### src/sv/fat_root_dir_file_locator_macros.svh
// assertion helpers, sampled on clk and held off while rst_n is low
`ifndef FAT_ROOT_DIR_FILE_LOCATOR_MACROS_SVH
`define FAT_ROOT_DIR_FILE_LOCATOR_MACROS_SVH

// same-cycle implication
`define FATRD_ASSERT_IMP(label, ante, cons, msg) \
  label: assert property (@(posedge clk) disable iff (!rst_n) (ante) |-> (cons)) \
    else $error(msg);

// next-cycle implication
`define FATRD_ASSERT_NXT(label, ante, cons, msg) \
  label: assert property (@(posedge clk) disable iff (!rst_n) (ante) |=> (cons)) \
    else $error(msg);

`endif

### src/sv/fatrd_pkg.sv
`timescale 1ns / 1ps
package fatrd_pkg;

  // fixed geometry
  localparam int SECTOR_BYTES     = 512;
  localparam int MAX_ROOT_SECTORS = 64;
  localparam int ENTRY_BYTES      = 32;
  localparam int SECTOR_SHIFT     = $clog2(SECTOR_BYTES);
  localparam int ENT_PER_SEC      = SECTOR_BYTES / ENTRY_BYTES;
  localparam int ENT_SHIFT        = $clog2(ENT_PER_SEC);
  localparam int RS_W             = $clog2(MAX_ROOT_SECTORS + 1);
  localparam int BCNT_W           = $clog2(SECTOR_BYTES);
  localparam int EPOS_W           = $clog2(ENTRY_BYTES);
  localparam logic [15:0] SECTOR_BYTES_W = 16'(SECTOR_BYTES);

  // widths
  localparam int NAME_W     = 64;
  localparam int EXT_W      = 24;
  localparam int CFG_IDX_W  = 1;
  localparam int CFG_DATA_W = 64;
  localparam int OFF_W      = 35;
  localparam int SSUM_W     = 25;
  localparam int ROFF_W     = SSUM_W + SECTOR_SHIFT;
  localparam int PROD_W     = 24;

  // queue depths
  localparam int CMD_DEPTH_DEF = 2;
  localparam int OUT_DEPTH_DEF = 2;

  // register indexes
  localparam logic [CFG_IDX_W-1:0] CFG_IDX_NAME = 1'b0;
  localparam logic [CFG_IDX_W-1:0] CFG_IDX_EXT  = 1'b1;
  localparam logic [NAME_W-1:0] NAME_RESET = 64'd2314885638966561872;
  localparam logic [EXT_W-1:0]  EXT_RESET  = 24'd5396046;

  // jump signature
  localparam logic [7:0] SIG0 = 8'hEB;
  localparam logic [7:0] SIG1 = 8'h3C;
  localparam logic [7:0] SIG2 = 8'h90;

  // boot sector byte positions
  localparam logic [BCNT_W-1:0] BP_SIG0    = BCNT_W'(0);
  localparam logic [BCNT_W-1:0] BP_SIG1    = BCNT_W'(1);
  localparam logic [BCNT_W-1:0] BP_SIG2    = BCNT_W'(2);
  localparam logic [BCNT_W-1:0] BP_SSZ_LO  = BCNT_W'(11);
  localparam logic [BCNT_W-1:0] BP_SSZ_HI  = BCNT_W'(12);
  localparam logic [BCNT_W-1:0] BP_CSEC    = BCNT_W'(13);
  localparam logic [BCNT_W-1:0] BP_RES_LO  = BCNT_W'(14);
  localparam logic [BCNT_W-1:0] BP_RES_HI  = BCNT_W'(15);
  localparam logic [BCNT_W-1:0] BP_FATS    = BCNT_W'(16);
  localparam logic [BCNT_W-1:0] BP_ROOT_LO = BCNT_W'(17);
  localparam logic [BCNT_W-1:0] BP_ROOT_HI = BCNT_W'(18);
  localparam logic [BCNT_W-1:0] BP_FSZ_LO  = BCNT_W'(22);
  localparam logic [BCNT_W-1:0] BP_FSZ_HI  = BCNT_W'(23);
  localparam logic [BCNT_W-1:0] BP_LAST    = BCNT_W'(SECTOR_BYTES - 1);

  // directory entry byte positions
  localparam logic [EPOS_W-1:0] RP_NAME_END = EPOS_W'(8);
  localparam logic [EPOS_W-1:0] RP_EXT_END  = EPOS_W'(11);
  localparam logic [EPOS_W-1:0] RP_CLUS_LO  = EPOS_W'(26);
  localparam logic [EPOS_W-1:0] RP_CLUS_HI  = EPOS_W'(27);
  localparam logic [EPOS_W-1:0] RP_LAST     = EPOS_W'(ENTRY_BYTES - 1);

  // result codes
  localparam logic [1:0] EV_ROOT = 2'd0;
  localparam logic [1:0] EV_FILE = 2'd1;
  localparam logic [1:0] EV_FAIL = 2'd2;

  localparam logic [2:0] ERR_NONE  = 3'd0;
  localparam logic [2:0] ERR_SIG   = 3'd1;
  localparam logic [2:0] ERR_SSZ   = 3'd2;
  localparam logic [2:0] ERR_RSZ   = 3'd3;
  localparam logic [2:0] ERR_NOTFD = 3'd4;

  typedef enum logic [1:0] {
    PH_IDLE,
    PH_BOOT,
    PH_ROOT,
    PH_DONE
  } phase_t;

  typedef struct packed {
    logic [7:0] data_byte;
    logic       first_byte;
  } in_item_t;

  typedef struct packed {
    logic [1:0]       event_res;
    logic [2:0]       error_code;
    logic [OFF_W-1:0] byte_offset;
  } out_item_t;

  // request from front to back: base offset plus cluster term still to add
  typedef struct packed {
    logic [1:0]       event_res;
    logic [2:0]       error_code;
    logic [OFF_W-1:0] base;
    logic [15:0]      clus_idx;
    logic [7:0]       clus_sec;
  } cmd_t;

endpackage

### src/sv/fat_root_dir_file_locator.sv
`timescale 1ns / 1ps
// FAT12/FAT16 root directory file lookup. Disk bytes go in at up to one per clock;
// a byte flagged first_byte starts a search at byte 0 of a boot sector. The
// block checks the jump signature, a 512-byte sector and a root of 1 to 64
// sectors, reports the root directory offset on the last boot sector byte,
// then compares every 32-byte entry with the configured 8.3 name and reports
// the first match's data offset, or a failure. A result shows on the output
// queue via the request queue and the offset unit. full rises only when the
// request queue between the byte parser and the offset unit holds CMD_DEPTH
// requests, which happens only while results wait unpopped in the output
// queue. Write the name registers only while no search is running.
module fat_root_dir_file_locator #(
  parameter int CMD_DEPTH = fatrd_pkg::CMD_DEPTH_DEF,
  parameter int OUT_DEPTH = fatrd_pkg::OUT_DEPTH_DEF
) (
  input  logic                             clk,
  input  logic                             rst_n,
  // byte channel
  input  logic                             push,
  input  fatrd_pkg::in_item_t              in_data,
  output logic                             full,
  // result channel
  output logic                             empty,
  output fatrd_pkg::out_item_t             out_data,
  input  logic                             pop,
  // name registers
  input  logic                             cfg_we,
  input  logic [fatrd_pkg::CFG_IDX_W-1:0]  cfg_idx,
  input  logic [fatrd_pkg::CFG_DATA_W-1:0] cfg_data
);
  import fatrd_pkg::*;

`include "fat_root_dir_file_locator_macros.svh"

  // front to back request queue
  logic      cmd_push, cmd_full, cmd_pop, cmd_empty;
  cmd_t      cmd_wdata, cmd_rdata;

  // back to output queue
  logic      res_push, res_full;
  out_item_t res_data;

  // byte parser: phase tracking, field capture, name compare
  fatrd_front u_front (
    .clk      (clk),
    .rst_n    (rst_n),
    .push     (push),
    .in_data  (in_data),
    .full     (full),
    .cfg_we   (cfg_we),
    .cfg_idx  (cfg_idx),
    .cfg_data (cfg_data),
    .cmd_push (cmd_push),
    .cmd_data (cmd_wdata),
    .cmd_full (cmd_full)
  );

  fatrd_fifo #(
    .WIDTH ($bits(cmd_t)),
    .DEPTH (CMD_DEPTH)
  ) u_cmd_q (
    .clk   (clk),
    .rst_n (rst_n),
    .push  (cmd_push),
    .wdata (cmd_wdata),
    .full  (cmd_full),
    .pop   (cmd_pop),
    .rdata (cmd_rdata),
    .empty (cmd_empty)
  );

  // offset unit: cluster multiply then final add
  fatrd_back u_back (
    .clk       (clk),
    .rst_n     (rst_n),
    .cmd_empty (cmd_empty),
    .cmd_data  (cmd_rdata),
    .cmd_pop   (cmd_pop),
    .res_push  (res_push),
    .res_data  (res_data),
    .res_full  (res_full)
  );

  // result queue, its head drives the output ports
  fatrd_fifo #(
    .WIDTH ($bits(out_item_t)),
    .DEPTH (OUT_DEPTH)
  ) u_out_q (
    .clk   (clk),
    .rst_n (rst_n),
    .push  (res_push),
    .wdata (res_data),
    .full  (res_full),
    .pop   (pop),
    .rdata (out_data),
    .empty (empty)
  );

  // requests come only from accepted bytes and never overrun their queues
  `FATRD_ASSERT_IMP(a_cmd_from_byte, cmd_push, push && !full, "request without byte")
  `FATRD_ASSERT_IMP(a_cmd_no_ovf, cmd_push, !cmd_full, "request queue overflow")
  `FATRD_ASSERT_IMP(a_res_no_ovf, res_push, !res_full, "result queue overflow")
  // successful events carry no error code
  `FATRD_ASSERT_IMP(a_ok_no_err, !empty && (out_data.event_res != EV_FAIL),
                    out_data.error_code == ERR_NONE, "error code on success")

endmodule

### src/sv/fatrd_fifo.sv
`timescale 1ns / 1ps
module fatrd_fifo #(
  parameter int WIDTH = 8,
  parameter int DEPTH = 2
) (
  input  logic             clk,
  input  logic             rst_n,
  input  logic             push,
  input  logic [WIDTH-1:0] wdata,
  output logic             full,
  input  logic             pop,
  output logic [WIDTH-1:0] rdata,
  output logic             empty
);

  localparam int PTR_W = (DEPTH > 1) ? $clog2(DEPTH) : 1;
  localparam int CNT_W = $clog2(DEPTH + 1);
  localparam logic [PTR_W-1:0] PTR_LAST = PTR_W'(DEPTH - 1);
  localparam logic [CNT_W-1:0] CNT_FULL = CNT_W'(DEPTH);

  logic [WIDTH-1:0] mem_r [DEPTH];
  logic [PTR_W-1:0] wr_ptr_r, wr_ptr_nxt, rd_ptr_r, rd_ptr_nxt;
  logic [CNT_W-1:0] cnt_r, cnt_nxt;
  logic             do_wr, do_rd;

  assign full  = (cnt_r == CNT_FULL);
  assign empty = (cnt_r == '0);
  assign do_wr = push && !full;
  assign do_rd = pop && !empty;
  assign rdata = mem_r[rd_ptr_r];

  always_comb begin
    wr_ptr_nxt = wr_ptr_r;
    rd_ptr_nxt = rd_ptr_r;
    cnt_nxt    = cnt_r;
    if (do_wr) begin
      wr_ptr_nxt = (wr_ptr_r == PTR_LAST) ? '0 : wr_ptr_r + 1'b1;
    end
    if (do_rd) begin
      rd_ptr_nxt = (rd_ptr_r == PTR_LAST) ? '0 : rd_ptr_r + 1'b1;
    end
    if (do_wr && !do_rd) begin
      cnt_nxt = cnt_r + 1'b1;
    end else if (do_rd && !do_wr) begin
      cnt_nxt = cnt_r - 1'b1;
    end
  end

  always_ff @(posedge clk) begin
    if (!rst_n) begin
      wr_ptr_r <= '0;
      rd_ptr_r <= '0;
      cnt_r    <= '0;
    end else begin
      wr_ptr_r <= wr_ptr_nxt;
      rd_ptr_r <= rd_ptr_nxt;
      cnt_r    <= cnt_nxt;
    end
  end

  always_ff @(posedge clk) begin
    if (do_wr) begin
      mem_r[wr_ptr_r] <= wdata;
    end
  end

endmodule

### src/sv/fatrd_front.sv
`timescale 1ns / 1ps
module fatrd_front (
  input  logic                           clk,
  input  logic                           rst_n,
  input  logic                           push,
  input  fatrd_pkg::in_item_t            in_data,
  output logic                           full,
  input  logic                           cfg_we,
  input  logic [fatrd_pkg::CFG_IDX_W-1:0]  cfg_idx,
  input  logic [fatrd_pkg::CFG_DATA_W-1:0] cfg_data,
  output logic                           cmd_push,
  output fatrd_pkg::cmd_t                cmd_data,
  input  logic                           cmd_full
);
  import fatrd_pkg::*;

  phase_t              phase_r, phase_nxt, cur_ph;
  logic [BCNT_W-1:0]   cnt_r, cnt_nxt, pos;
  logic [EPOS_W-1:0]   rpos;
  logic [7:0]          b;
  logic                acc, is_boot, is_root;

  logic [NAME_W-1:0]   name_r;
  logic [EXT_W-1:0]    ext_r;

  logic                hdr_ok_r, hdr_ok_nxt;
  logic [7:0]          csec_r, csec_nxt;
  logic [15:0]         res_r, res_nxt;
  logic [7:0]          fats_r, fats_nxt;
  logic [15:0]         fsz_r, fsz_nxt;
  logic [15:0]         re_r, re_nxt;
  logic [RS_W-1:0]     rsec_r, rsec_nxt;
  logic [ROFF_W-1:0]   roff_r, roff_nxt;
  logic [PROD_W-1:0]   prod_r;
  logic [OFF_W-1:0]    dbase_r;
  logic                ematch_r, ematch_nxt;
  logic [15:0]         clus_r, clus_nxt;
  logic [15:0]         seen_r, seen_nxt, seen_inc;

  logic [16:0]         re_sum, rs_calc;
  logic [SSUM_W-1:0]   sec_sum;
  logic [ROFF_W-1:0]   roff_calc;
  logic                byte_eq, match_now;
  logic                f_sig, f_ssz, f_rsz, boot_last;
  logic                ent_last, file_hit, clus_fail, end_fail;

  assign full    = cmd_full;
  assign acc     = push && !cmd_full;
  assign cur_ph  = in_data.first_byte ? PH_BOOT : phase_r;
  assign pos     = in_data.first_byte ? '0 : cnt_r;
  assign rpos    = pos[EPOS_W-1:0];
  assign b       = in_data.data_byte;
  assign is_boot = acc && (cur_ph == PH_BOOT);
  assign is_root = acc && (cur_ph == PH_ROOT);

  // decode of the current byte
  always_comb begin
    re_sum    = {1'b0, b, re_r[7:0]} + 17'(ENT_PER_SEC - 1);
    rs_calc   = re_sum >> ENT_SHIFT;
    sec_sum   = SSUM_W'(res_r) + SSUM_W'(prod_r);
    roff_calc = ROFF_W'(sec_sum) << SECTOR_SHIFT;
    seen_inc  = seen_r + 16'd1;

    if (rpos < RP_NAME_END) begin
      byte_eq = (b == name_r[{rpos[2:0], 3'b000} +: 8]);
    end else if (rpos < RP_EXT_END) begin
      byte_eq = (b == ext_r[{rpos[1:0], 3'b000} +: 8]);
    end else begin
      byte_eq = 1'b1;
    end
    match_now = ematch_r && byte_eq;

    f_sig     = is_boot && (pos == BP_SIG2) && !(hdr_ok_r && (b == SIG2));
    f_ssz     = is_boot && (pos == BP_SSZ_HI) && !(hdr_ok_r && (b == SECTOR_BYTES_W[15:8]));
    f_rsz     = is_boot && (pos == BP_ROOT_HI) &&
                ((rs_calc == '0) || (rs_calc > 17'(MAX_ROOT_SECTORS)));
    boot_last = is_boot && (pos == BP_LAST);

    ent_last  = is_root && (rpos == RP_LAST);
    file_hit  = ent_last && match_now && (clus_r >= 16'd2);
    clus_fail = ent_last && match_now && (clus_r < 16'd2);
    end_fail  = ent_last && !match_now && (seen_inc >= re_r);
  end

  // next phase
  always_comb begin
    phase_nxt = phase_r;
    if (acc) begin
      unique case (cur_ph)
        PH_IDLE: phase_nxt = PH_IDLE;
        PH_BOOT: begin
          if (f_sig || f_ssz || f_rsz) begin
            phase_nxt = PH_DONE;
          end else if (boot_last) begin
            phase_nxt = PH_ROOT;
          end else begin
            phase_nxt = PH_BOOT;
          end
        end
        PH_ROOT: begin
          if (file_hit || clus_fail || end_fail) begin
            phase_nxt = PH_DONE;
          end else begin
            phase_nxt = PH_ROOT;
          end
        end
        PH_DONE: phase_nxt = PH_DONE;
      endcase
    end
  end

  // field captures and counters
  always_comb begin
    cnt_nxt    = cnt_r;
    hdr_ok_nxt = hdr_ok_r;
    csec_nxt   = csec_r;
    res_nxt    = res_r;
    fats_nxt   = fats_r;
    fsz_nxt    = fsz_r;
    re_nxt     = re_r;
    rsec_nxt   = rsec_r;
    roff_nxt   = roff_r;
    ematch_nxt = ematch_r;
    clus_nxt   = clus_r;
    seen_nxt   = seen_r;
    if (is_boot) begin
      cnt_nxt = pos + 1'b1;
      case (pos)
        BP_SIG0:    hdr_ok_nxt = (b == SIG0);
        BP_SIG1:    hdr_ok_nxt = hdr_ok_r && (b == SIG1);
        BP_SSZ_LO:  hdr_ok_nxt = (b == SECTOR_BYTES_W[7:0]);
        BP_CSEC:    csec_nxt = b;
        BP_RES_LO:  res_nxt = {8'h00, b};
        BP_RES_HI:  res_nxt = {b, res_r[7:0]};
        BP_FATS:    fats_nxt = b;
        BP_ROOT_LO: re_nxt = {8'h00, b};
        BP_ROOT_HI: begin
          re_nxt   = {b, re_r[7:0]};
          rsec_nxt = rs_calc[RS_W-1:0];
        end
        BP_FSZ_LO:  fsz_nxt = {8'h00, b};
        BP_FSZ_HI:  fsz_nxt = {b, fsz_r[7:0]};
        default:    ;
      endcase
      if (boot_last) begin
        cnt_nxt    = '0;
        roff_nxt   = roff_calc;
        ematch_nxt = 1'b1;
        seen_nxt   = '0;
      end
    end else if (is_root) begin
      cnt_nxt = BCNT_W'(rpos + 1'b1);
      if (rpos == RP_CLUS_LO) begin
        clus_nxt = {8'h00, b};
      end else if (rpos == RP_CLUS_HI) begin
        clus_nxt = {b, clus_r[7:0]};
      end
      if (ent_last) begin
        ematch_nxt = 1'b1;
        if (!match_now) begin
          seen_nxt = seen_inc;
        end
      end else begin
        ematch_nxt = match_now;
      end
    end
  end

  // request to the back end
  always_comb begin
    cmd_push = f_sig || f_ssz || f_rsz || boot_last || file_hit || clus_fail || end_fail;
    cmd_data = '0;
    if (f_sig) begin
      cmd_data.event_res  = EV_FAIL;
      cmd_data.error_code = ERR_SIG;
    end else if (f_ssz) begin
      cmd_data.event_res  = EV_FAIL;
      cmd_data.error_code = ERR_SSZ;
    end else if (f_rsz) begin
      cmd_data.event_res  = EV_FAIL;
      cmd_data.error_code = ERR_RSZ;
    end else if (boot_last) begin
      cmd_data.event_res  = EV_ROOT;
      cmd_data.error_code = ERR_NONE;
      cmd_data.base       = OFF_W'(roff_calc);
    end else if (file_hit) begin
      cmd_data.event_res  = EV_FILE;
      cmd_data.error_code = ERR_NONE;
      cmd_data.base       = dbase_r;
      cmd_data.clus_idx   = clus_r - 16'd2;
      cmd_data.clus_sec   = csec_r;
    end else if (clus_fail || end_fail) begin
      cmd_data.event_res  = EV_FAIL;
      cmd_data.error_code = ERR_NOTFD;
    end
  end

  always_ff @(posedge clk) begin
    if (!rst_n) begin
      phase_r  <= PH_IDLE;
      cnt_r    <= '0;
      hdr_ok_r <= 1'b1;
      ematch_r <= 1'b1;
      name_r   <= NAME_RESET;
      ext_r    <= EXT_RESET;
    end else begin
      phase_r  <= phase_nxt;
      cnt_r    <= cnt_nxt;
      hdr_ok_r <= hdr_ok_nxt;
      ematch_r <= ematch_nxt;
      if (cfg_we) begin
        unique case (cfg_idx)
          CFG_IDX_NAME: name_r <= cfg_data[NAME_W-1:0];
          CFG_IDX_EXT:  ext_r  <= cfg_data[EXT_W-1:0];
        endcase
      end
    end
  end

  // payload registers; the product and data base settle long before use
  always_ff @(posedge clk) begin
    csec_r  <= csec_nxt;
    res_r   <= res_nxt;
    fats_r  <= fats_nxt;
    fsz_r   <= fsz_nxt;
    re_r    <= re_nxt;
    rsec_r  <= rsec_nxt;
    roff_r  <= roff_nxt;
    clus_r  <= clus_nxt;
    seen_r  <= seen_nxt;
    prod_r  <= fats_r * fsz_r;
    dbase_r <= OFF_W'(roff_r) + (OFF_W'(rsec_r) << SECTOR_SHIFT);
  end

endmodule

### src/sv/fatrd_back.sv
`timescale 1ns / 1ps
module fatrd_back (
  input  logic                 clk,
  input  logic                 rst_n,
  input  logic                 cmd_empty,
  input  fatrd_pkg::cmd_t      cmd_data,
  output logic                 cmd_pop,
  output logic                 res_push,
  output fatrd_pkg::out_item_t res_data,
  input  logic                 res_full
);
  import fatrd_pkg::*;

  logic              s1_vld_r;
  logic [1:0]        s1_ev_r;
  logic [2:0]        s1_err_r;
  logic [OFF_W-1:0]  s1_base_r;
  logic [PROD_W-1:0] s1_prod_r;
  logic              adv;

  assign adv      = !s1_vld_r || !res_full;
  assign cmd_pop  = adv && !cmd_empty;
  assign res_push = s1_vld_r && !res_full;

  always_comb begin
    res_data.event_res   = s1_ev_r;
    res_data.error_code  = s1_err_r;
    res_data.byte_offset = s1_base_r + (OFF_W'(s1_prod_r) << SECTOR_SHIFT);
  end

  always_ff @(posedge clk) begin
    if (!rst_n) begin
      s1_vld_r <= 1'b0;
    end else if (adv) begin
      s1_vld_r <= !cmd_empty;
    end
  end

  // cluster index times cluster size, registered before the final add
  always_ff @(posedge clk) begin
    if (cmd_pop) begin
      s1_ev_r   <= cmd_data.event_res;
      s1_err_r  <= cmd_data.error_code;
      s1_base_r <= cmd_data.base;
      s1_prod_r <= PROD_W'(cmd_data.clus_idx) * PROD_W'(cmd_data.clus_sec);
    end
  end

endmodule

### config.mk
export PLATFORM = sky130hd
export DESIGN_NAME = fat_root_dir_file_locator
export DESIGN_NICKNAME = d
export VERILOG_FILES = /design/src/sv/fatrd_pkg.sv /design/src/sv/fat_root_dir_file_locator.sv /design/src/sv/fatrd_fifo.sv /design/src/sv/fatrd_front.sv /design/src/sv/fatrd_back.sv
export VERILOG_INCLUDE_DIRS = /design/src /design/src/sv
export SDC_FILE = /design/constraint.sdc
export NUM_CORES = 1
export LEC_CHECK = 0
export ABC_CLOCK_PERIOD_IN_PS = 10150
export BUFFER_PORTS_ARGS = -buffer_cell sky130_fd_sc_hd__buf_4
export CORE_UTILIZATION = 50
export CTS_CLUSTER_DIAMETER = 30
export CTS_CLUSTER_SIZE = 40
export DETAILED_ROUTE_END_ITERATION = 8
export PLACE_DENSITY = 0.69
export SLEW_MARGIN = 20
export SYNTH_ARGS = -nofsm -noshare
export SYNTH_HDL_FRONTEND = slang
export SYNTH_SLANG_ARGS = --single-unit
### constraint.sdc
create_clock -name clk -period 10.15 [get_ports clk]
set_clock_uncertainty 0.05 [all_clocks]
set_input_delay 0 -clock clk [delete_from_list [all_inputs] [get_ports clk]]
set_output_delay 0 -clock clk [all_outputs]
set_load 0.02 [all_outputs]
# Word level (Yosys, flattened, before mapping)
# Memory sizes are Yosys's and may differ from the RTL's. A register that Yosys moved wholly into a read port is not among the register bits.
# Index checks and enable logic that the tools add are counted.
[word_totals] reg_bits=361 ramBits=208 inputBits=79 output_inout_bits=42 elab_cells=232 n_memories=2
[mem_list] memory="u_cmd_q.mem_r" words=2 word_bits=64 rd=1 rd_ports_with_merged_regs=1 wr=1 line="fatrd_fifo.sv:21" source="logic [WIDTH-1:0] mem_r [DEPTH];"
[mem_list] memory="u_out_q.mem_r" words=2 word_bits=40 rd=1 rd_ports_with_merged_regs=1 wr=1 line="fatrd_fifo.sv:21"
[classes] addsub=16 n_mul=2 n_lt_le_gt_ge=6 eq_ne=29 n_shift=2 muxes=53 bitwise_logic=5 reduce_logical=85
[op_table] cell="$mux 59" count=4
[op_table] cell="$mux 16" count=6
[op_table] cell="$pmux 16 s2" count=3
[op_table] cell="$shiftx 64x7->8" count=1
[op_table] cell="$eq 9x4->1 const B" count=5
[op_table] cell="$eq 9x5->1 const B" count=5
[op_table] cell="$mux 40" count=1
[op_table] cell="$mux 9" count=4
[op_table] cell="$add 34x16->35" count=1
[op_table] cell="$add 35x33->35" count=1
[op_table] cell="$logic_and 1x1->1" count=30
[op_table] cell="$add 16x24->25" count=1
[op_table] cell="$mux 5" count=5
[op_table] cell="$mul 16x8->24" count=1
[op_table] cell="$mul 8x16->24" count=1
[op_table] cell="$mux 24" count=1
[op_table] cell="$shiftx 24x6->8" count=1
[op_table] cell="$reduce_and 2->1" count=11
[op_table] cell="$mux 1" count=19
[op_table] cell="$add 16x4->17 const B" count=1
[op_table] cell="$logic_not 17->1" count=1
[op_table] cell="$add 16x1->16 const B" count=1
[op_table] cell="$eq 8x8->1" count=2
[op_table] cell="$eq 8x8->1 const B" count=2
[op_table] cell="other kinds (35)" count=90

# Depth between registers and ports, before layout
# Gate-level depths: netlist of the first run.
[logic_depth] depth_word=17 ltp_mapped=24

# Hierarchy
# A second synthesis of the first run with hierarchy kept.
[hier_totals] cells_unflattened=2952 hier_area_um2=32920.3
[by_module_without_submodules] mod="fatrd_front" n_inst=1 cells_per_inst=1843 area_each_um2=17636.9 seq_area_each_um2=6866.6
[by_module_without_submodules] mod="fatrd_back" n_inst=1 cells_per_inst=736 area_each_um2=7305.8 seq_area_each_um2=1941.9
[by_module_without_submodules] mod="fatrd_fifo at u_cmd_q" n_inst=1 cells_per_inst=224 area_each_um2=4870.9 seq_area_each_um2=3943.8
[by_module_without_submodules] mod="fatrd_fifo at u_out_q" n_inst=1 cells_per_inst=149 area_each_um2=3106.7 seq_area_each_um2=2502.4

# Least setup slack after synthesis of the first run
# Ideal clock, no wire load.
[synth_timing] path_type="register to register" from="register (tool-made name)" to="register u_back.s1_prod_r[23] (data pin)" arrival_ns=5.872 path_slack_ns=3.967 path_stages_with_launch=24 n_path_buf=4 path_cell_list="dfxtp_1 clkbuf_1 buf_1 mux2i_1 clkbuf_1 nor2_1 fa_1 inv_1 fa_1 fa_1 fa_1 inv_1 ha_1 clkbuf_1 and3_1 a221o_1 a21oi_1 nand2_1 a31o_2 a31oi_1 nor2b_1 o21a_1 o22ai_1 xnor2_1"
[synth_lines] item="end signal, assigned" line="fatrd_back.sv:45" source="s1_prod_r <= PROD_W'(cmd_data.clus_idx) * PROD_W'(cmd_data.clus_sec);"
[synth_lines] item="end, declared" line="fatrd_back.sv:18" source="logic [PROD_W-1:0] s1_prod_r;"

==> insert_results.sql, run 1 <==
INSERT INTO impl_metrics (metric_group, metric, value, unit) VALUES
('run_status', 'outcome', 'completed', ''),
('detailed_routing', 'vias_per_cell', '5.39', ''),
('global_routing', 'globalRouteOverflowTotal', '0', ''),
('timing', 'timing.setup.tns', '0', 'ns'),
('worst_setup_path', 'critPathCapture', 'u_back.s1_prod_r[23]', ''),
('global_routing', 'grt_pass1_wl', '112000', 'um'),
('job', 'cap_viol_max_count', '0', ''),
('die', 'fp.coreArea', '60600', 'um^2'),
('global_routing', 'largest_net_degree_at_the_start_of_global_routing', '113', ''),
('clock_tree', 'tritoncts_clock_tree', 'yes', ''),
('synth', 'synth.yosys.seq_area_share', '0.452', ''),
('detailed_routing', 'drt_drc_violations_left', '0', ''),
('detailed_routing', 'finalWirelength', '69500', 'um'),
('die', 'ioPinCount', '121', ''),
('detailed_routing', 'drt_first_iter_violations', '1273', ''),
('worst_setup_path', 'critical_path_start_type', 'register', ''),
('synth', 'synth.most_common_cell', 'sky130_fd_sc_hd__edfxtp_1', ''),
('clock_tree', 'cts_max_path_buffers', '3', ''),
('synth', 'syn_area_per_cell', '10.9', 'um^2'),
('worst_hold_path', 'worstHoldPathType', 'primary input to register', ''),
('worst_setup_path', 'critical_path_depth', '20', ''),
('die', 'dieWidth', '250', 'um'),
('clock_tree', 'clock_tree.root_cell', 'sky130_fd_sc_hd__clkbuf_16', ''),
('power', 'power_density', '211', 'nW/um^2'),
('synth', 'post_synth_edffs', '355', ''),
('place', 'detailedPlace.worstSlack', '3.18', 'ns'),
('synth', 'list_of_most_frequent_post_synthesis_cells', 'sky130_fd_sc_hd__edfxtp_1 (355), sky130_fd_sc_hd__nand2_1 (305), sky130_fd_sc_hd__inv_1 (281)', ''),
('timing', 'slew_violations', '0', ''),
('worst_hold_path', 'min_from', 'cfg_data[6]', ''),
('global_routing', 'grt_antenna_before_repair', '2', ''),
('detailed_routing', 'postRouteAntennaNets', '0', ''),
('timing', 'timing.max_slew.rel_slack', '0.261', ''),
('die', 'die_area', '62500', 'um^2'),
('synth', 'synthDominantAreaCellType', 'sky130_fd_sc_hd__edfxtp_1', ''),
('synth', 'synth-async-reset-ratio', '0', ''),
('clock_tree', 'cts_inserted_buffers', '101', ''),
('clock_tree', 'tritoncts_num_sinks', '517', ''),
('place', 'detailedPlacementHpwl', '48000', 'um'),
('worst_setup_path', 'worst_path_most_repeated_cell', 'sky130_fd_sc_hd__fa_1', ''),
('timing', 'max_freq', '0.143', 'GHz'),
('clock_tree', 'clk-insertion-delay-late', '0.66', 'ns'),
('global_routing', 'global_route_total_usage_across_every_layer', '0.224', ''),
('worst_setup_path', 'timing.critical_path.cells', 'buf_4 -> mux2i_2 -> nor2_1 -> fa_1 -> inv_1 -> fa_1 -> fa_1 -> fa_1 -> inv_1 -> ha_1 -> and3_1 -> a221o_1 -> a21oi_1 -> nand2_1 -> a31o_2 -> a31oi_1 -> nor2b_1 -> o21a_1 -> o22ai_1 -> xnor2_1', ''),
('synth', 'post_synthesis_instance_area', '30800', 'um^2'),
('detailed_routing', 'drt_pre_antenna_iters', '7', ''),
('clock_tree', 'post_cts.resized_instances', '0', ''),
('synth', 'synth_cells', '2828', ''),
('global_routing', 'grt_pass1_vias', '22100', ''),
('synth', 'synth_register_bits', '517', ''),
('power', 'vdd_drop_max', '145', 'uV'),
('cells_and_area', 'area_growth_from_synthesis_to_layout', '20.0', '%'),
('worst_setup_path', 'critical_path.slowest_cell', 'sky130_fd_sc_hd__mux2i_2', ''),
('timing', 'unrepaired_setup_endpoints_after_global_routing', 'false', ''),
('timing', 'setup_viol_count_final', '0', ''),
('die', 'number_of_placement_rows', '90', ''),
('worst_setup_path', 'r2r_setup_slack', '3.18', 'ns'),
('detailed_routing', 'wl_per_cell', '17.7', 'um'),
('synth', 'synth.top_cells.by_area', 'sky130_fd_sc_hd__edfxtp_1 (35%), sky130_fd_sc_hd__fa_1 (11%), sky130_fd_sc_hd__dfxtp_1 (11%), sky130_fd_sc_hd__ha_1 (6.5%), sky130_fd_sc_hd__nand2_1 (3.7%)', ''),
('worst_setup_path', 'worstPathBufferInverterCount', '3', ''),
('synth', 'synth_largest_type_area_fraction', '0.347', ''),
('worst_setup_path', 'crit_fanout', '44', ''),
('synth', 'yosysWarningCount', '0', ''),
('die', 'die_height', '250', 'um'),
('timing', 'share_of_the_cycle_needed_by_the_critical_path_after_routing', '0.687', ''),
('power', 'power.leakage', '14.8', 'nW'),
('worst_setup_path', 'critical_path.top_delay_family', 'adder cells', ''),
('timing', 'timing.final.hold_violations', '0', ''),
('timing', 'setup_slack', '3.18', 'ns'),
('clock_tree', 'cts_htree_levels', '3', ''),
('cells_and_area', 'filler_cell_count', '4734', ''),
('worst_setup_path', 'critPathArrivalTime', '7.29', 'ns');
==> cell type report <==
| cell class | instances | area, um^2 | area share |
|---|---|---|---|
| Tap cell | 782 | 978 | 0.0265 |
| Multi-Input combinational cell | 1930 | 15400 | 0.417 |
| Clock buffer | 126 | 2750 | 0.0744 |
| Clock inverter | 65 | 842 | 0.0228 |
| Sequential cell | 517 | 13900 | 0.377 |
| Timing Repair Buffer | 230 | 1980 | 0.0537 |
| Inverter | 282 | 1060 | 0.0287 |
| Antenna cell | 3 | 7.51 | 0.000203 |
==> worst reg2reg max path, stage by stage, from the launching register on <==
cell,delay [ns]
sky130_fd_sc_hd__dfxtp_2,0.63
sky130_fd_sc_hd__buf_4,0.61
sky130_fd_sc_hd__mux2i_2,0.80
sky130_fd_sc_hd__nor2_1,0.17
sky130_fd_sc_hd__fa_1,0.57
sky130_fd_sc_hd__inv_1,0.05
sky130_fd_sc_hd__fa_1,0.47
sky130_fd_sc_hd__fa_1,0.54
sky130_fd_sc_hd__fa_1,0.55
sky130_fd_sc_hd__inv_1,0.04
sky130_fd_sc_hd__ha_1,0.39
sky130_fd_sc_hd__and3_1,0.27
sky130_fd_sc_hd__a221o_1,0.35
sky130_fd_sc_hd__a21oi_1,0.17
sky130_fd_sc_hd__nand2_1,0.06
sky130_fd_sc_hd__a31o_2,0.22
sky130_fd_sc_hd__a31oi_1,0.25
sky130_fd_sc_hd__nor2b_1,0.09
sky130_fd_sc_hd__o21a_1,0.19
sky130_fd_sc_hd__o22ai_1,0.15
sky130_fd_sc_hd__xnor2_1,0.09
==> placed cells by master, fill, tap and decap left out, types with 58 or more instances in the layout <==
master                            n
sky130_fd_sc_hd__a21boi_0        70
sky130_fd_sc_hd__nor2_1         195
sky130_fd_sc_hd__buf_4          128
sky130_fd_sc_hd__dlygate4sd3_1  102
sky130_fd_sc_hd__dfxtp_1        161
sky130_fd_sc_hd__inv_1          280
sky130_fd_sc_hd__xnor2_1        102
sky130_fd_sc_hd__ha_1           161
sky130_fd_sc_hd__nand2_1        305
sky130_fd_sc_hd__and2_1         181
sky130_fd_sc_hd__nand3_1         58
sky130_fd_sc_hd__a21oi_1         67
sky130_fd_sc_hd__mux2_2          67
sky130_fd_sc_hd__fa_1           171
sky130_fd_sc_hd__edfxtp_1       355
sky130_fd_sc_hd__o21ai_0         67
sky130_fd_sc_hd__clkbuf_16      104
==> state kept, by name (all words and copies together) (netlist names), 8 cells and up, named ones only <==
signal	cells
u_front.res_r	16
u_front.prod_r	24
u_front.name_r	64
u_front.cnt_r	9
u_front.dbase_r	26
u_front.ext_r	24
u_front.clus_r	16
u_back.s1_prod_r	24
u_out_q.mem_r	62
u_cmd_q.mem_r	110
u_front.re_r	16
u_front.roff_r	25
u_front.fats_r	8
u_front.fsz_r	16
u_back.s1_base_r	26
u_front.seen_r	16
u_front.csec_r	8
==> metrics by stage <==
stage | hold slack (ns) | power, mW | cell area [um^2] | instances
after floorplan | 0.0489 | 3.90 | 30800 | 2836
after global placement | 0.160 | 4.33 | 32300 | 3639
after detailed placement | 0.166 | 4.39 | 32300 | 3639
after CTS | 0.0501 | 7.83 | 36900 | 3932
after global routing | 0.0949 | 8.10 | 36900 | 3934
final | 0.0920 | 7.77 | 36900 | 3935
==> metal layers <==
| layer | routed length [um] | vias up | track usage |
|---|---|---|---|
| met5 | 0 | - | 0 |
| met4 | 2540 | 0 | 0.0978 |
| met3 | 3170 | 181 | 0.0403 |
| met2 | 34800 | 577 | 0.388 |
| met1 | 29000 | 10400 | 0.273 |
| li1 | - | 10100 | - |
==> worst min path at each step <==
| stage | depth (start not counted) | slack, ns | end |
|---|---|---|---|
| final | 4 | 0.09 | u_front.name_r[6] |
| after detailed placement | 3 | 0.17 | u_front.name_r[26] |
| after CTS | 4 | 0.05 | u_front.name_r[10] |
| after floorplan | 0 | 0.05 | u_front.clus_r[0] |
| after global routing | 4 | 0.09 | u_front.ext_r[22] |
| after global placement | 3 | 0.16 | u_front.name_r[37] |
==> cell families (layout without fill, tap and decap cells) <==
logic type	count (synthesis)	after routing	synth area share
other	1	12	0.000122
buffers and inverters	389	703	0.0504
adder cells (fa/ha/maj)	332	332	0.177
AND/OR/NAND/NOR	953	953	0.151
AO/OA/AOI/OAI	383	383	0.0872
flip-flops	517	517	0.452
multiplexers	107	107	0.0408
XOR/XNOR	146	146	0.0416
==> power breakdown <==
part,internal (mW),switching [mW]
clock,2.26,1.13
sequential,2.62,0.105
combinational,0.705,0.950
total,5.59,2.18
==> repair_timing <==
action | in CTS | in global routing
endpoints found under the hold margin | 175 | 0
hold buffers | 102 | 0
buffers inserted | 0 | 0
(Power assumes the default switching activity.)
==> run 2: changes to the inputs <==
- ABC_CLOCK_PERIOD_IN_PS: 10150 -> 6200
- PLACE_DENSITY: 0.69 -> 0.71
- clock period: 10.15 -> 6.2 ns (I/O delays scaled with it)
==> insert_results.sql, run 2 (synthesized netlist as in run 1, its figures left out) <==
INSERT INTO impl_metrics (metric_group, metric, value, unit) VALUES
('worst_setup_path', 'crit_required', '6.55', 'ns'),
('place', 'last_weighted_congestion_value_of_the_routability_driven_placer', '0.892', ''),
('timing', 'timing.max_slew.rel_slack', '0.267', ''),
('timing', 'unrepaired_setup_endpoints_after_global_routing', 'false', ''),
('job', 'cap_viol_max_count', '0', ''),
('detailed_routing', 'routed_via_count', '21600', ''),
('timing', 'worst_slew_pin_slew', '1.10', 'ns'),
('worst_setup_path', 'crit_type', 'register to register', ''),
('power', 'vdd_drop_max', '221', 'uV'),
('clock_tree', 'post-cts-setup-buffers', '0', ''),
('worst_setup_path', 'critical_path.reg2reg.endpoint', 'u_back.s1_prod_r[23]', ''),
('global_routing', 'largest_net_degree_at_the_start_of_global_routing', '113', ''),
('run_status', 'outcome', 'completed', ''),
('cells_and_area', 'leading_cell_type_in_the_layout_fill_and_taps_excluded', 'sky130_fd_sc_hd__edfxtp_1', ''),
('cells_and_area', 'filler_cell_count', '4660', ''),
('timing', 'max_freq', '0.170', 'GHz'),
('timing', 'slew_violations', '0', ''),
('timing', 'timing.final.hold_violations', '0', ''),
('timing', 'share_of_the_cycle_needed_by_the_critical_path_after_routing', '0.947', ''),
('worst_setup_path', 'critical_path_start_type', 'register', ''),
('worst_hold_path', 'min_from', 'cfg_we', ''),
('timing', 'whs', '0.0824', 'ns'),
('global_routing', 'grt_pass1_vias', '22400', ''),
('timing', 'setup_viol_count_final', '0', ''),
('clock_tree', 'tritoncts_num_sinks', '517', ''),
('place', 'detailedPlacementHpwl', '48200', 'um'),
('worst_setup_path', 'ff2ff_path_depth', '21', ''),
('die', 'initial_core_util', '0.508', ''),
('die', 'die_height', '250', 'um'),
('die', 'fp.coreArea', '60600', 'um^2'),
('global_routing', 'globalRouteOverflowTotal', '0', ''),
('cells_and_area', 'final_cell_mix', 'sky130_fd_sc_hd__edfxtp_1 (355), sky130_fd_sc_hd__nand2_1 (305), sky130_fd_sc_hd__inv_1 (280), sky130_fd_sc_hd__nor2_1 (195), sky130_fd_sc_hd__and2_1 (181)', ''),
('detailed_routing', 'vias_per_cell', '5.46', ''),
('die', 'ioPinCount', '121', ''),
('worst_hold_path', 'hold_path_depth', '4', ''),
('worst_setup_path', 'crit_fanout', '17', ''),
('die', 'die_area', '62500', 'um^2'),
('detailed_routing', 'wl_per_cell', '18.0', 'um'),
('global_routing', 'grt_antenna_before_repair', '3', ''),
('cells_and_area', 'post_route_cells_drive_above_1_share', '0.142', ''),
('cells_and_area', 'ff_latch_area', '13900', 'um^2'),
('worst_setup_path', 'critPathArrivalTime', '6.22', 'ns'),
('clock_tree', 'clk-insertion-delay-late', '0.66', 'ns'),
('detailed_routing', 'finalWirelength', '71200', 'um'),
('global_routing', 'grt_pass1_wl', '113000', 'um'),
('cells_and_area', 'max_reg_flops', '110', ''),
('cells_and_area', 'multiInputGateArea', '15400', 'um^2'),
('worst_setup_path', 'end_kind', 'register', ''),
('cells_and_area', 'layout_top_registers', 'u_cmd_q.mem_r x110, u_front.name_r x64, u_out_q.mem_r x62', ''),
('power', 'power.leakage', '14.9', 'nW'),
('die', 'dieWidth', '250', 'um'),
('clock_tree', 'clkSlewWorstSetupHoldPaths', '0.06', 'ns'),
('timing', 'timing.setup.tns', '0', 'ns'),
('power', 'power_density', '342', 'nW/um^2'),
('clock_tree', 'tritoncts_clock_tree', 'yes', ''),
('timing', 'timing.final.crit_period', '5.87', 'ns'),
('worst_setup_path', 'r2r_setup_slack', '0.33', 'ns'),
('detailed_routing', 'drt_drc_violations_left', '0', ''),
('worst_hold_path', 'hold-path-endpoint', 'u_front.name_r[17]', ''),
('global_routing', 'global_route_total_usage_across_every_layer', '0.227', ''),
('clock_tree', 'clock_tree.root_cell', 'sky130_fd_sc_hd__clkbuf_16', ''),
('cells_and_area', 'final_net_count', '3506', ''),
('cells_and_area', 'area_growth_from_synthesis_to_layout', '20.7', '%'),
('clock_tree', 'cts_htree_levels', '3', ''),
('die', 'number_of_placement_rows', '90', ''),
('clock_tree', 'cts_max_path_buffers', '3', ''),
('detailed_routing', 'drt_first_iter_violations', '1320', ''),
('detailed_routing', 'drt_pre_antenna_iters', '6', ''),
('clock_tree', 'cts_inserted_buffers', '101', ''),
('worst_hold_path', 'worstHoldPathType', 'primary input to register', ''),
('cells_and_area', 'top_register', 'u_cmd_q.mem_r', ''),
('place', 'port-buffer-count', '111', ''),
('detailed_routing', 'postRouteAntennaNets', '0', '');
-- run 2: changes by cell type in the layout (fill, tap and decap cells not counted), moves of 4 or more --
cell	previous run	this run
sky130_fd_sc_hd__buf_4	128	155
sky130_fd_sc_hd__clkbuf_1	16	10
sky130_fd_sc_hd__clkinv_2	13	17
sky130_fd_sc_hd__clkinvlp_4	10	6
-- run 2: routing by layer --
metal,GRT usage,vias up,routed length (um)
li1,-,10200,-
met1,0.273,10500,28700
met2,0.393,672,35800
met3,0.0367,248,3610
met4,0.111,2,3090
met5,0,-,14
-- run 2: worst max-delay path: stages (launching register included) --
cell and delay (ns):
sky130_fd_sc_hd__dfxtp_2 0.40, sky130_fd_sc_hd__buf_12 0.19, sky130_fd_sc_hd__mux2i_1 0.37, sky130_fd_sc_hd__buf_4 0.19
sky130_fd_sc_hd__nor2_1 0.06, sky130_fd_sc_hd__fa_1 0.56, sky130_fd_sc_hd__fa_1 0.46, sky130_fd_sc_hd__fa_1 0.54
sky130_fd_sc_hd__inv_1 0.05, sky130_fd_sc_hd__fa_1 0.53, sky130_fd_sc_hd__inv_1 0.04, sky130_fd_sc_hd__ha_1 0.37
sky130_fd_sc_hd__and3_1 0.22, sky130_fd_sc_hd__a221o_1 0.36, sky130_fd_sc_hd__a21oi_1 0.18, sky130_fd_sc_hd__nand2_1 0.08
sky130_fd_sc_hd__a31o_2 0.23, sky130_fd_sc_hd__a31oi_1 0.25, sky130_fd_sc_hd__nor2b_1 0.08, sky130_fd_sc_hd__o21a_1 0.19
sky130_fd_sc_hd__o22ai_1 0.14, sky130_fd_sc_hd__xnor2_1 0.10
-- run 2: power by group --
part	switching, mW	total, mW	internal (mW)
clock	1.88	5.52	3.64
sequential	0.150	4.44	4.29
combinational	1.54	2.72	1.18
total	3.57	12.7	9.11
-- run 2: worst max-delay path by stage --
| stage | startpoint | endpoint | slack [ns] | cells past startpoint |
|---|---|---|---|---|
| global route | register | u_back.s1_prod_r[23] | 0.0004 | 21 |
| finish | register | u_back.s1_prod_r[23] | 0.33 | 21 |
| detailed placement | register | u_back.s1_prod_r[23] | 0.31 | 21 |
| floorplan | register | u_back.s1_prod_r[23] | 0.02 | 23 |
| CTS | register | u_back.s1_prod_r[23] | 0.32 | 21 |
| global placement | register | u_back.s1_prod_r[23] | 0.44 | 21 |
-- run 2: cell type report --
type / count / area share
Tap cell: 782 / 0.0264
Sequential cell: 517 / 0.374
Inverter: 282 / 0.0285
Clock buffer: 117 / 0.0716
Multi-Input combinational cell: 1930 / 0.414
Timing Repair Buffer: 263 / 0.0613
Clock inverter: 69 / 0.0238
Antenna cell: 1 / 0.0000674
-- run 2: what timing repair did --
| action | CTS | global route |
|---|---|---|
| hold buffers | 105 | 0 |
| endpoints found under the setup margin | 0 | 2 |
| resized for setup | 0 | 1 |
| endpoints found under the hold margin | 175 | 0 |
-- run 2: stage by stage --
| step | cell area (um^2) | utilization | power, mW | setup slack (ns) | std cells |
|---|---|---|---|---|---|
| 2_1_floorplan | 30800 | - | 6.38 | 0.0175 | 2836 |
| 3_3_place_gp | 32500 | 0.537 | 7.07 | 0.438 | 3669 |
| 3_5_place_dp | 32500 | 0.537 | 7.15 | 0.309 | 3669 |
| 4_1_cts | 37100 | 0.613 | 12.7 | 0.323 | 3960 |
| 5_1_grt | 37100 | 0.613 | 13.2 | 0.000445 | 3961 |
| 6_report | 37100 | 0.613 | 12.7 | 0.329 | 3961 |
